$ cat src/graphic_eq_band_leg_filter_unit_defines.svh
// Assertion macros shared by the equalizer RTL
`ifndef GRAPHIC_EQ_BAND_LEG_FILTER_UNIT_DEFINES_SVH
`define GRAPHIC_EQ_BAND_LEG_FILTER_UNIT_DEFINES_SVH
`ifndef SYNTH
`define GEQ_ASSERT(lbl, clk, rst_n, prop, msg) \
  lbl: assert property (@(posedge clk) disable iff (!rst_n) (prop)) else $error(msg);
`define GEQ_ASSERT_NEVER(lbl, clk, rst_n, cond, msg) \
  lbl: assert property (@(posedge clk) disable iff (!rst_n) !(cond)) else $error(msg);
`else
`define GEQ_ASSERT(lbl, clk, rst_n, prop, msg)
`define GEQ_ASSERT_NEVER(lbl, clk, rst_n, cond, msg)
`endif
`endif

$ cat src/geq_pkg.sv
package geq_pkg;
  localparam int unsigned COEFS_PER_BAND = 8;
  localparam int unsigned ACC_W = 64;

  typedef enum logic [1:0] {
    OP_SAMPLE = 2'd0,
    OP_COEF   = 2'd1,
    OP_CLEAR  = 2'd2,
    OP_NONE   = 2'd3
  } opcode_e;

  typedef enum logic [1:0] {
    CFG_IN_GAIN   = 2'd0,
    CFG_VOLUME    = 2'd1,
    CFG_IN_SCALE  = 2'd2,
    CFG_HIST_SCALE = 2'd3
  } cfg_idx_e;

  // coefficient slots per band
  localparam logic [2:0] C_GA_D  = 3'd0;
  localparam logic [2:0] C_GB_D  = 3'd1;
  localparam logic [2:0] C_YZ_D  = 3'd2;
  localparam logic [2:0] C_YZ    = 3'd3;
  localparam logic [2:0] C_ZC    = 3'd4;
  localparam logic [2:0] C_ZL    = 3'd5;
  localparam logic [2:0] C_ECOEF = 3'd6;
  localparam logic [2:0] C_KHIST = 3'd7;

  // multiplier operand a select
  typedef enum logic [2:0] {
    MA_X, MA_VIN, MA_VOUT, MA_IPREV, MA_E, MA_T, MA_ONE, MA_HIST
  } mul_a_e;

  // multiplier operand b select
  typedef enum logic [1:0] {
    MB_COEF, MB_CFG, MB_POW2
  } mul_b_e;

  // accumulator operation after a product lands
  typedef enum logic [3:0] {
    AC_LOAD, AC_ADD, AC_NEGLOAD, AC_SUB_E, AC_NONE
  } acc_op_e;

  typedef struct packed {
    logic       start;
    mul_a_e     a_sel;
    mul_b_e     b_sel;
    logic [1:0] cfg_sel;
    logic [5:0] shift;
    logic       pow2_up;
  } mul_cmd_t;

  localparam logic [63:0] S64_MAX = 64'h7FFF_FFFF_FFFF_FFFF;
  localparam logic [63:0] S64_MIN = 64'h8000_0000_0000_0000;

  function automatic logic [63:0] sat_add(input logic [63:0] a, input logic [63:0] b);
    logic [64:0] s;
    s = {a[63], a} + {b[63], b};
    if (s[64] != s[63]) sat_add = s[64] ? S64_MIN : S64_MAX;
    else sat_add = s[63:0];
  endfunction

  function automatic logic [63:0] sat_sub(input logic [63:0] a, input logic [63:0] b);
    logic [64:0] s;
    s = {a[63], a} - {b[63], b};
    if (s[64] != s[63]) sat_sub = s[64] ? S64_MIN : S64_MAX;
    else sat_sub = s[63:0];
  endfunction

  function automatic logic [63:0] sat_neg(input logic [63:0] a);
    sat_neg = (a == S64_MIN) ? S64_MAX : (64'd0 - a);
  endfunction
endpackage

$ cat src/geq_ctrl.sv
// Controller: sequences each sample word through the shared multiplier.
module geq_ctrl #(
  parameter int unsigned NUM_BANDS   = 10,
  parameter int unsigned SAMPLE_BITS = 24,
  parameter int unsigned FRAC_BITS   = 40
) (
  input  logic clk_i,
  input  logic rst_ni,
  input  logic in_valid_i,
  input  logic [1:0] opcode_i,
  input  logic [3:0] band_i,
  output logic in_ready_o,
  output logic out_valid_o,
  input  logic out_ready_i,
  output logic cap_o,
  output logic coef_we_o,
  output logic clear_o,
  output logic [$clog2(NUM_BANDS*geq_pkg::COEFS_PER_BAND)-1:0] coef_raddr_o,
  output logic [$clog2(NUM_BANDS)-1:0] band_sel_o,
  output logic [$clog2(NUM_BANDS)-1:0] hist_raddr_o,
  output geq_pkg::mul_cmd_t mul_cmd_o,
  output logic [3:0] op_o,
  output logic hist_we_o,
  output logic out_load_o,
  input  logic mul_done_i
);
  localparam int unsigned CA_W = $clog2(NUM_BANDS*geq_pkg::COEFS_PER_BAND);
  localparam int unsigned BA_W = $clog2(NUM_BANDS);
  localparam int ALIGN = int'(FRAC_BITS) - (int'(SAMPLE_BITS) - 1);
  localparam logic [5:0] FB = 6'(FRAC_BITS);

  localparam logic [3:0] S_X = 4'd0, S_VIN = 4'd1, S_E1 = 4'd2, S_E2 = 4'd3,
    S_HIST = 4'd4, S_VOUT1 = 4'd5, S_VOUT2 = 4'd6, S_W1 = 4'd7, S_W2 = 4'd8,
    S_W3 = 4'd9, S_I = 4'd10, S_VC = 4'd11, S_VL = 4'd12, S_Y = 4'd13,
    S_ELOAD = 4'd14, S_NONE = 4'd15;

  localparam logic [2:0] ST_IDLE = 3'd0, ST_ISSUE = 3'd1, ST_WAIT = 3'd2,
    ST_OUT = 3'd3, ST_FIN = 3'd4;

  logic [2:0] st_q, st_d;
  logic [3:0] op_q, op_d;
  logic [BA_W-1:0] b_q, b_d;
  logic y2_q, y2_d;
  logic ov_q, ov_d;

  always_comb begin
    st_d = st_q; op_d = op_q; b_d = b_q; y2_d = y2_q; ov_d = ov_q;
    in_ready_o = 1'b0; cap_o = 1'b0; coef_we_o = 1'b0; clear_o = 1'b0;
    hist_we_o = 1'b0; out_load_o = 1'b0;
    mul_cmd_o = '{start: 1'b0, a_sel: geq_pkg::MA_X, b_sel: geq_pkg::MB_COEF,
                  cfg_sel: geq_pkg::CFG_IN_GAIN, shift: 6'd0, pow2_up: 1'b0};
    if (ov_q && out_ready_i) ov_d = 1'b0;
    case (st_q)
      ST_IDLE: begin
        in_ready_o = 1'b1;
        if (in_valid_i) begin
          case (geq_pkg::opcode_e'(opcode_i))
            geq_pkg::OP_SAMPLE: begin
              cap_o = 1'b1; op_d = S_X; b_d = '0; y2_d = 1'b0; st_d = ST_ISSUE;
            end
            geq_pkg::OP_COEF:  coef_we_o = ({1'b0, band_i} < 5'(NUM_BANDS));
            geq_pkg::OP_CLEAR: clear_o = 1'b1;
            default: ;
          endcase
        end
      end
      ST_ISSUE: begin
        mul_cmd_o.start = 1'b1;
        case (op_q)
          S_X: begin
            mul_cmd_o.a_sel = geq_pkg::MA_ONE; mul_cmd_o.b_sel = geq_pkg::MB_POW2;
            mul_cmd_o.pow2_up = (ALIGN >= 0);
            mul_cmd_o.shift = (ALIGN >= 0) ? 6'd0 : 6'(-ALIGN);
          end
          S_VIN: begin
            mul_cmd_o.a_sel = geq_pkg::MA_X; mul_cmd_o.b_sel = geq_pkg::MB_CFG;
            mul_cmd_o.cfg_sel = geq_pkg::CFG_IN_GAIN; mul_cmd_o.shift = 6'd20;
          end
          S_E1: begin
            mul_cmd_o.a_sel = geq_pkg::MA_IPREV; mul_cmd_o.shift = FB;
          end
          S_HIST: begin
            mul_cmd_o.a_sel = geq_pkg::MA_E; mul_cmd_o.shift = FB;
          end
          S_VOUT1: begin
            mul_cmd_o.a_sel = geq_pkg::MA_VIN; mul_cmd_o.b_sel = geq_pkg::MB_CFG;
            mul_cmd_o.cfg_sel = geq_pkg::CFG_IN_SCALE; mul_cmd_o.shift = 6'd24;
          end
          S_VOUT2: begin
            mul_cmd_o.a_sel = geq_pkg::MA_HIST; mul_cmd_o.b_sel = geq_pkg::MB_CFG;
            mul_cmd_o.cfg_sel = geq_pkg::CFG_HIST_SCALE; mul_cmd_o.shift = 6'd24;
          end
          S_W1: begin mul_cmd_o.a_sel = geq_pkg::MA_VIN; mul_cmd_o.shift = FB; end
          S_W2: begin mul_cmd_o.a_sel = geq_pkg::MA_VOUT; mul_cmd_o.shift = FB; end
          S_W3: begin mul_cmd_o.a_sel = geq_pkg::MA_E; mul_cmd_o.shift = FB; end
          S_I, S_VC, S_VL: begin mul_cmd_o.a_sel = geq_pkg::MA_T; mul_cmd_o.shift = FB; end
          default: begin
            mul_cmd_o.b_sel = geq_pkg::MB_CFG; mul_cmd_o.cfg_sel = geq_pkg::CFG_VOLUME;
            mul_cmd_o.shift = 6'd20;
            if (y2_q) begin
              mul_cmd_o.a_sel = geq_pkg::MA_T; mul_cmd_o.b_sel = geq_pkg::MB_POW2;
              mul_cmd_o.pow2_up = (ALIGN < 0);
              mul_cmd_o.shift = (ALIGN >= 0) ? 6'(ALIGN) : 6'd0;
            end else mul_cmd_o.a_sel = geq_pkg::MA_VOUT;
          end
        endcase
        st_d = ST_WAIT;
      end
      ST_WAIT: begin
        if (mul_done_i) begin
          st_d = ST_ISSUE;
          case (op_q)
            S_X: op_d = S_VIN;
            S_VIN: op_d = S_E1;
            S_E1: begin op_d = S_E2; st_d = ST_FIN; end
            S_HIST: begin
              if (b_q == BA_W'(NUM_BANDS-1)) begin op_d = S_VOUT1; b_d = '0; end
              else begin op_d = S_E1; b_d = b_q + 1'b1; end
            end
            S_VOUT1: op_d = S_VOUT2;
            S_VOUT2: begin op_d = S_ELOAD; st_d = ST_FIN; end
            S_W1: op_d = S_W2;
            S_W2: op_d = S_W3;
            S_W3: op_d = S_I;
            S_I: op_d = S_VC;
            S_VC: op_d = S_VL;
            S_VL: begin
              if (b_q == BA_W'(NUM_BANDS-1)) op_d = S_Y;
              else begin op_d = S_ELOAD; b_d = b_q + 1'b1; st_d = ST_FIN; end
            end
            default: begin
              if (y2_q) st_d = ST_OUT;
              else y2_d = 1'b1;
            end
          endcase
        end
      end
      ST_FIN: begin
        // bookkeeping step between multiplies
        case (op_q)
          S_E2: begin hist_we_o = 1'b1; op_d = S_HIST; st_d = ST_ISSUE; end
          default: begin op_d = S_W1; st_d = ST_ISSUE; end
        endcase
      end
      ST_OUT: begin
        // load the output register once the previous word has left
        if (!ov_q || out_ready_i) begin
          out_load_o = 1'b1; ov_d = 1'b1; st_d = ST_IDLE;
        end
      end
      default: st_d = ST_IDLE;
    endcase
  end

  // ELOAD pulses while in FIN so the history word lands in e
  assign op_o = (st_q == ST_FIN && op_q == S_ELOAD) ? S_ELOAD :
                (st_q == ST_WAIT) ? op_q : S_NONE;
  // RAM reads are registered: address from the next step so data is ready at issue
  assign coef_raddr_o = CA_W'({b_d, 3'd0}) | CA_W'(
    (op_d == S_E1) ? geq_pkg::C_ECOEF : (op_d == S_HIST) ? geq_pkg::C_KHIST :
    (op_d == S_W1) ? geq_pkg::C_GA_D : (op_d == S_W2) ? geq_pkg::C_GB_D :
    (op_d == S_W3) ? geq_pkg::C_YZ_D : (op_d == S_I) ? geq_pkg::C_YZ :
    (op_d == S_VC) ? geq_pkg::C_ZC : geq_pkg::C_ZL);
  assign hist_raddr_o = b_d;
  assign band_sel_o  = b_q;
  assign out_valid_o = ov_q;

  always_ff @(posedge clk_i or negedge rst_ni) begin
    if (!rst_ni) begin
      st_q <= ST_IDLE; op_q <= S_X; b_q <= '0; y2_q <= 1'b0; ov_q <= 1'b0;
    end else begin
      st_q <= st_d; op_q <= op_d; b_q <= b_d; y2_q <= y2_d; ov_q <= ov_d;
    end
  end
endmodule

$ cat config.mk
export PLATFORM = sky130hd
export DESIGN_NAME = geq_ctrl
export DESIGN_NICKNAME = d
export VERILOG_FILES = /design/src/graphic_eq_band_leg_filter_unit_defines.svh /design/src/geq_pkg.sv /design/src/geq_ctrl.sv
export SDC_FILE = /design/constraint.sdc
export NUM_CORES = 1
export LEC_CHECK = 0
export CORE_MARGIN = 4
export CORE_UTILIZATION = 40
export CTS_BUF_LIST = sky130_fd_sc_hd__clkbuf_8
export DETAILED_ROUTE_END_ITERATION = 10
export DONT_BUFFER_PORTS = 1
export MAX_ROUTING_LAYER = met4
export SYNTH_ARGS = -nofsm -noshare
export SYNTH_HDL_FRONTEND = slang
export SYNTH_SLANG_ARGS = --single-unit
$ cat constraint.sdc
create_clock -name clk_i -period 4.66 [get_ports clk_i]
set_input_delay 0.233 -clock clk_i [delete_from_list [all_inputs] [get_ports clk_i]]
set_output_delay 0.233 -clock clk_i [all_outputs]
set_load 0.05 [all_outputs]
==> results of run 1 <==
-- timing repair --
| action | 4_1_cts | 5_1_grt |
|---|---|---|
| endpoints found under the setup margin | 0 | 0 |
| hold endpoints to repair | 13 | 0 |
| hold buffers | 1 | 0 |
-- cell type report --
cell class / instances / area, µm²
Sequential cell: 13 / 325
Clock inverter: 1 / 3.75
Inverter: 10 / 37.5
Tap cell: 48 / 60.1
Timing Repair Buffer: 7 / 55.1
Fill cell: 389 / 2090
Clock buffer: 3 / 41.3
Multi-Input combinational cell: 170 / 1080
-- cell usage after synthesis (4+ instances only) --
library cell	number
buf_4	5
nand2b_1	11
and3_1	5
inv_1	9
clkbuf_1	7
buf_2	4
a21oi_1	20
nand3_1	11
nand2_1	18
nor2b_1	7
nor2_1	20
o21ai_0	17
dfrtp_1	13
-- how the worst max path moves through the flow --
stage / slack [ns] / startpoint / depth (start not counted) / end
2_1_floorplan: 1.42 / band_sel_o[1] / 7 / hist_raddr_o[1]
3_3_place_gp: 1.56 / band_sel_o[0] / 9 / coef_raddr_o[0]
3_5_place_dp: 1.53 / band_sel_o[0] / 9 / coef_raddr_o[0]
4_1_cts: 1.27 / band_sel_o[0] / 9 / coef_raddr_o[0]
5_1_grt: 1.08 / band_sel_o[0] / 9 / coef_raddr_o[0]
6_report: 1.28 / band_sel_o[0] / 9 / coef_raddr_o[0]
-- flip-flops by register name, indices dropped and copies added (netlist names) --
name	flops
y2_q	1
band_sel_o	4
st_q	3
out_valid_o	1
op_q	4
-- critical path, stage by stage (launching register included) --
cell,delay (ns)
dfrtp_1,0.72
ha_1,0.24
and3b_1,0.29
inv_1,0.20
nand3_1,0.12
a21oi_1,0.11
nor3_4,0.27
inv_2,0.07
and2_4,0.15
a211oi_2,0.75
-- metal layers --
metal	vias to the layer above	GRT usage, %	wire length, µm
met3	4	4.32	279
met4	0	2.77	39
met5	-	-	0
met1	713	20.6	1800
li1	733	-	-
met2	46	26.9	1920
-- logic make-up (layout without fill, tap and decap cells) --
logic type / count (synthesis) / after routing / synth area share (%)
other cells: 1 / 1 / 0.243
compound gates: 62 / 62 / 26.1
xor+xnor: 1 / 1 / 0.569
simple gates: 102 / 102 / 37.9
flops: 13 / 13 / 21.1
mux: 1 / 1 / 0.650
buf+inv: 32 / 21 / 11.0
fa+ha+maj: 3 / 3 / 2.44
-- stage by stage --
stage | util [%] | cells | hold slack, ns | worst slack, ns
2_1_floorplan | - | 215 | -0.0626 | 1.42
3_3_place_gp | 41.9 | 247 | -0.0623 | 1.56
3_5_place_dp | 41.9 | 247 | -0.0623 | 1.53
4_1_cts | 43.4 | 252 | 0.144 | 1.27
5_1_grt | 43.4 | 252 | 0.183 | 1.08
6_report | 43.4 | 252 | 0.143 | 1.28
==> metrics.md, run 1 <==
| Metric | Value |
|---|---|
| Outcome | completed |
| Final setup violation count | 0 |
| Cells after synthesis | 215 |
| Netlist cell types | 59 |
| Share of layout cells above drive strength 1 | 15.2% |
| Vias per cell | 5.94 |
| Fin crit period | 3.38 ns |
| Rows | 22 |
| Clock Path Buffers | 2 |
| Worst-Margin Slew | 1.10 ns |
| Final Max Tran Viols | 0 |
| TritonRoute pass-1 iters | 4 |
| Largest net degree at the start of global routing | 28 |
| Clk sinks | 13 |
| Reg clk slew, reported paths | 0.05 ns |
| Final Hold Fails | 0 |
| Synthesized net count | 229 |
| Die X | 70.1 µm |
| CORE AREA | 3690 µm² |
| Worst hold path class | input pin to flop |
| GRT overflow | 0 |
| CP arrival | 3.15 ns |
| Dominant synthesized flop cell | dfrtp_1 |
| Routed len/inst | 16.0 µm |
| Worst hold start | mul_done_i |
| Clk_lat worst skew | between 0.2 and 0.25 ns |
| Mapped Area | 1540 µm² |
| MaxCap Viol Count | 0 |
| Antenna violations before repair | 0 |
| Sequential fraction of the synthesis area | 21.1% |
| Setup TNS | 0 ns |
| IO Count | 52 |
| Starting density of the core | 41.8% |
| Placed Area | between 1500 and 2000 µm² |
| Final period util | between 70% and 80% |
| Crit Path Max Fanout | 7 |
| Commonest non-fill, non-tap cells in the layout | nor2_1, a21oi_1, nand2_1 |
| Syn Area/Cell | 7.16 µm² |
| Kind of critical path | flop to output port |
| First-pass GRT wire length | 6610 µm |
| #FFs+latches synth | 13 |
| Yosys top cell by area | dfrtp_1 |
| CTS root buf | clkbuf_8 |
| Reg2reg start | band_sel_o[0] |
| Resized Gates After CTS | 0 |
| Nets | between 200 and 250 |
| Post-synth ARST share | 100% |
| RR Endpoint | band_sel_o[0] |
| # DRC | 0 |
| R2r setup slk | approximately 1.8 ns |
| Hold Path Depth | 2 |
| CTS tree | done |
| Placer Congestion | slightly below 0.9 |
| Clock Skews | about 0.0038 ns |
| CTS H-tree lvls | 1 |
| Yosys Warn Count | 0 |
| EDFF count, synth | 0 |
| Endpoint required time on the critical path | 4.43 ns |
| Via count | 1496 |
| Die height | 70.1 µm |
| RSZ-0062 raised after global routing | no |
| Post-Route WL | about 4000 µm |
| Post-route cell area | 1600 µm² |
| Post-CTS setup buffers | 0 |
| 1st-iter DRT viols | about 140 |
| # port buffers | 0 |
| Fmax | 295 MHz |
| Die Area | approximately 4900 µm² |
| P&R area growth vs syn | 3.98% |
| Gr usage total | 16.4% |
| Hold Path End | y2_q |
| Vias in the first global route | 1345 |
| Antenna viol nets, final | 0 |
| Detailed placement HPWL | between 3000 and 4000 µm |
| Cts bufs inserted | 3 |
| Share of the synthesized area in the top cell type | 21.1% |
| CP startpoint kind | flop |
| Register-to-Register Path Depth | 7 |
| Number of diodes | 0 |
| Crit. End Element | output port |
| Dominant cells by area after synthesis | dfrtp_1, a21oi_1, o21ai_0 |
| Slew headroom | 26.4% |
Power of run 1 is left out: the tool's default activity adds up to more than one toggle a clock period on the data nets, which glitch-free logic cannot reach.
==> run 2: changes to the inputs <==
- clock period: 4.66 -> 2.9 ns (I/O delays scaled with it)
==> metrics.md, run 2 (synthesis gave the netlist of run 1 again) <==
| Metric | Value |
|---|---|
| Clock Skews | 0.00147 ns (-0.00228 ns) |
| Vias per cell | 5.63 (-5.2%) |
| CTS tree | done |
| Antenna viol nets, final | 0 (unchanged) |
| Endpoint required time on the critical path | 2.76 ns (-1.67 ns) |
| RR Endpoint | band_sel_o[1] |
| Setup crit end | coef_raddr_o[0] |
| Worst hold path class | input pin to flop |
| TritonRoute pass-1 iters | 4 (unchanged) |
| Gr usage total | 16.9% (+0.52 points) |
| Detailed placement HPWL | 3140 µm (+4.2%) |
| # DRC | 0 (unchanged) |
| Final Hold Fails | 0 (unchanged) |
| Cell family with most CP delay | simple AND/OR/NAND/NOR gates |
| Starting density of the core | 41.8% (unchanged) |
| R2r setup slk | 0.55 ns (-1.21 ns) |
| P&R area growth vs syn | 19.1% |
| Crit path cell chain | buf_4, or3b_1, nand4_1, a22oi_1, o22ai_2, nor3b_2, a211oi_2, buf_4 |
| RSZ-0062 raised after global routing | no |
| Die height | 70.1 µm (unchanged) |
| Routed len/inst | 14.6 µm (-9.0%) |
| Outcome | completed |
| Antenna violations before repair | 0 (unchanged) |
| Register-to-Register Path Depth | 7 (unchanged) |
| Fin crit period | roughly 2.6 ns |
| Dpl ws | 0.536 ns (-0.996 ns) |
| Commonest non-fill, non-tap cell in the layout | buf_4 |
| Reg2reg start | op_q[1] |
| Post-Route WL | 4100 µm (+1.5%) |
| Clk sinks | 13 (unchanged) |
| Footprint of the multi-input gates | 1080 µm² (+0.23%) |
| Vias in the first global route | 1399 (+4.0%) |
| Fillers | 373 (-4.1%) |
| # port buffers | 0 (unchanged) |
| Slew headroom | 57.6% (+31 points) |
| Setup TNS | 0 ns (unchanged) |
| Final setup margin | 0.267 ns (-1.01 ns) |
| Levels on crit path | 8 (-1) |
| CTS root buf | clkbuf_8 |
| Worst-Margin Slew | 0.635 ns (-0.469 ns) |
| Worst setup path start | op_q[2] |
| Via count | 1581 (+5.7%) |
| Clock Path Buffers | 2 (unchanged) |
| WP buf/inv | 2 (unchanged) |
| Largest net degree at the start of global routing | 18 (-36%) |
| Die Area | 4910 µm² (unchanged) |
| Fmax | 380 MHz |
| Share of layout cells above drive strength 1 | 26.2% (+11 points) |
| Final Max Tran Viols | 0 (unchanged) |
| MaxCap Viol Count | 0 (unchanged) |
| Die X | 70.1 µm (unchanged) |
| CP arrival | 2.49 ns (-0.66 ns) |
| CORE AREA | 3690 µm² (unchanged) |
| CP startpoint kind | flop |
| IO Count | 52 (unchanged) |
| Rows | 22 (unchanged) |
| Reg clk slew, reported paths | 0.06 ns (about the same) |
| Crit. End Element | output port |
| 1st-iter DRT viols | 131 (-4.4%) |
| Nets | 248 (+13%) |
| Most used cell along the critical path | buf_4 |
| Final setup violation count | 0 (unchanged) |
| Cts bufs inserted | 3 (unchanged) |
| Final period util | between 90% and 100% |
| Slowest-stage cell, CP | dfrtp_1 |
| GRT overflow | 0 (unchanged) |
| Crit path largest cell delay | 0.56 ns (-0.19 ns) |
| Post-CTS setup buffers | 0 (unchanged) |
| Commonest non-fill, non-tap cells in the layout | buf_4, a21oi_1, nor2_1 |
| Placer Congestion | 0.907 (+3.2%) |
| Storage element area | 325 µm² (unchanged) |
| Crit Path Max Fanout | 17 (+10) |
| Number of diodes | 0 (unchanged) |
| Non-Filler Instances | 281 (+12%) |
| First-pass GRT wire length | 6770 µm (+2.4%) |
| DP Cell Count | 276 (+12%) |
| CTS H-tree lvls | 1 (unchanged) |
| Kind of critical path | flop to output port |
| Clk_lat worst skew | 0.25 ns (about the same) |
| Worst hold slack | 0.0433 ns (-0.0995 ns) |
[run 2: changes by cell type in the layout (fill, tap and decap cells not counted), sizes merged]
cell | previous run | this run
buf | 6 | 35
[run 2: through the flow]
stage / util (%) / cell area [µm²]
after global routing: 49.7 / 1830
after global placement: 48.2 / 1780
after floorplan: - / 1550
after CTS: 49.7 / 1830
after detailed placement: 48.2 / 1780
final: 49.7 / 1830
[run 2: final cells by class]
class,instances,share of cell area (%)
Multi-Input combinational cell,170,58.9
Sequential cell,13,17.7
Timing Repair Buffer,36,15.6
Tap cell,48,3.27
Clock buffer,3,2.25
Inverter,10,2.05
Clock inverter,1,0.205
[run 2: worst min path at each step]
stage	from	to	slack [ns]	cells past startpoint
floorplan	rst_ni	band_sel_o[0]	-0.15	0
global placement	rst_ni	st_q[0]	-0.15	0
detailed placement	rst_ni	st_q[0]	-0.15	0
CTS	mul_done_i	y2_q	0.05	2
global route	mul_done_i	y2_q	0.06	2
finish	mul_done_i	y2_q	0.04	2
[run 2: worst reg2reg max path, delay by kind of cell (launching register included)]
| kind | cells | cell delay [ns] |
|---|---|---|
| AOI/OAI and AO/OA | 4 | 0.86 |
| buffers and inverters | 1 | 0.25 |
| DFF | 1 | 0.50 |
| and+or+nand+nor | 2 | 0.58 |
[run 2: per-layer routing]
metal	GRT usage, %	vias up	routed length [µm]
met2	25.3	58	1860
li1	-	789	-
met5	-	-	0
met1	22.5	726	1860
met4	5.11	0	74
met3	4.17	8	309
[run 2: repair_timing]
action,4_1_cts,5_1_grt
hold endpoints to repair,13,0
hold buffers,1,0
gates resized for setup,0,0
setup endpoints to repair,0,0
Power of run 2 is left out for the same reason.
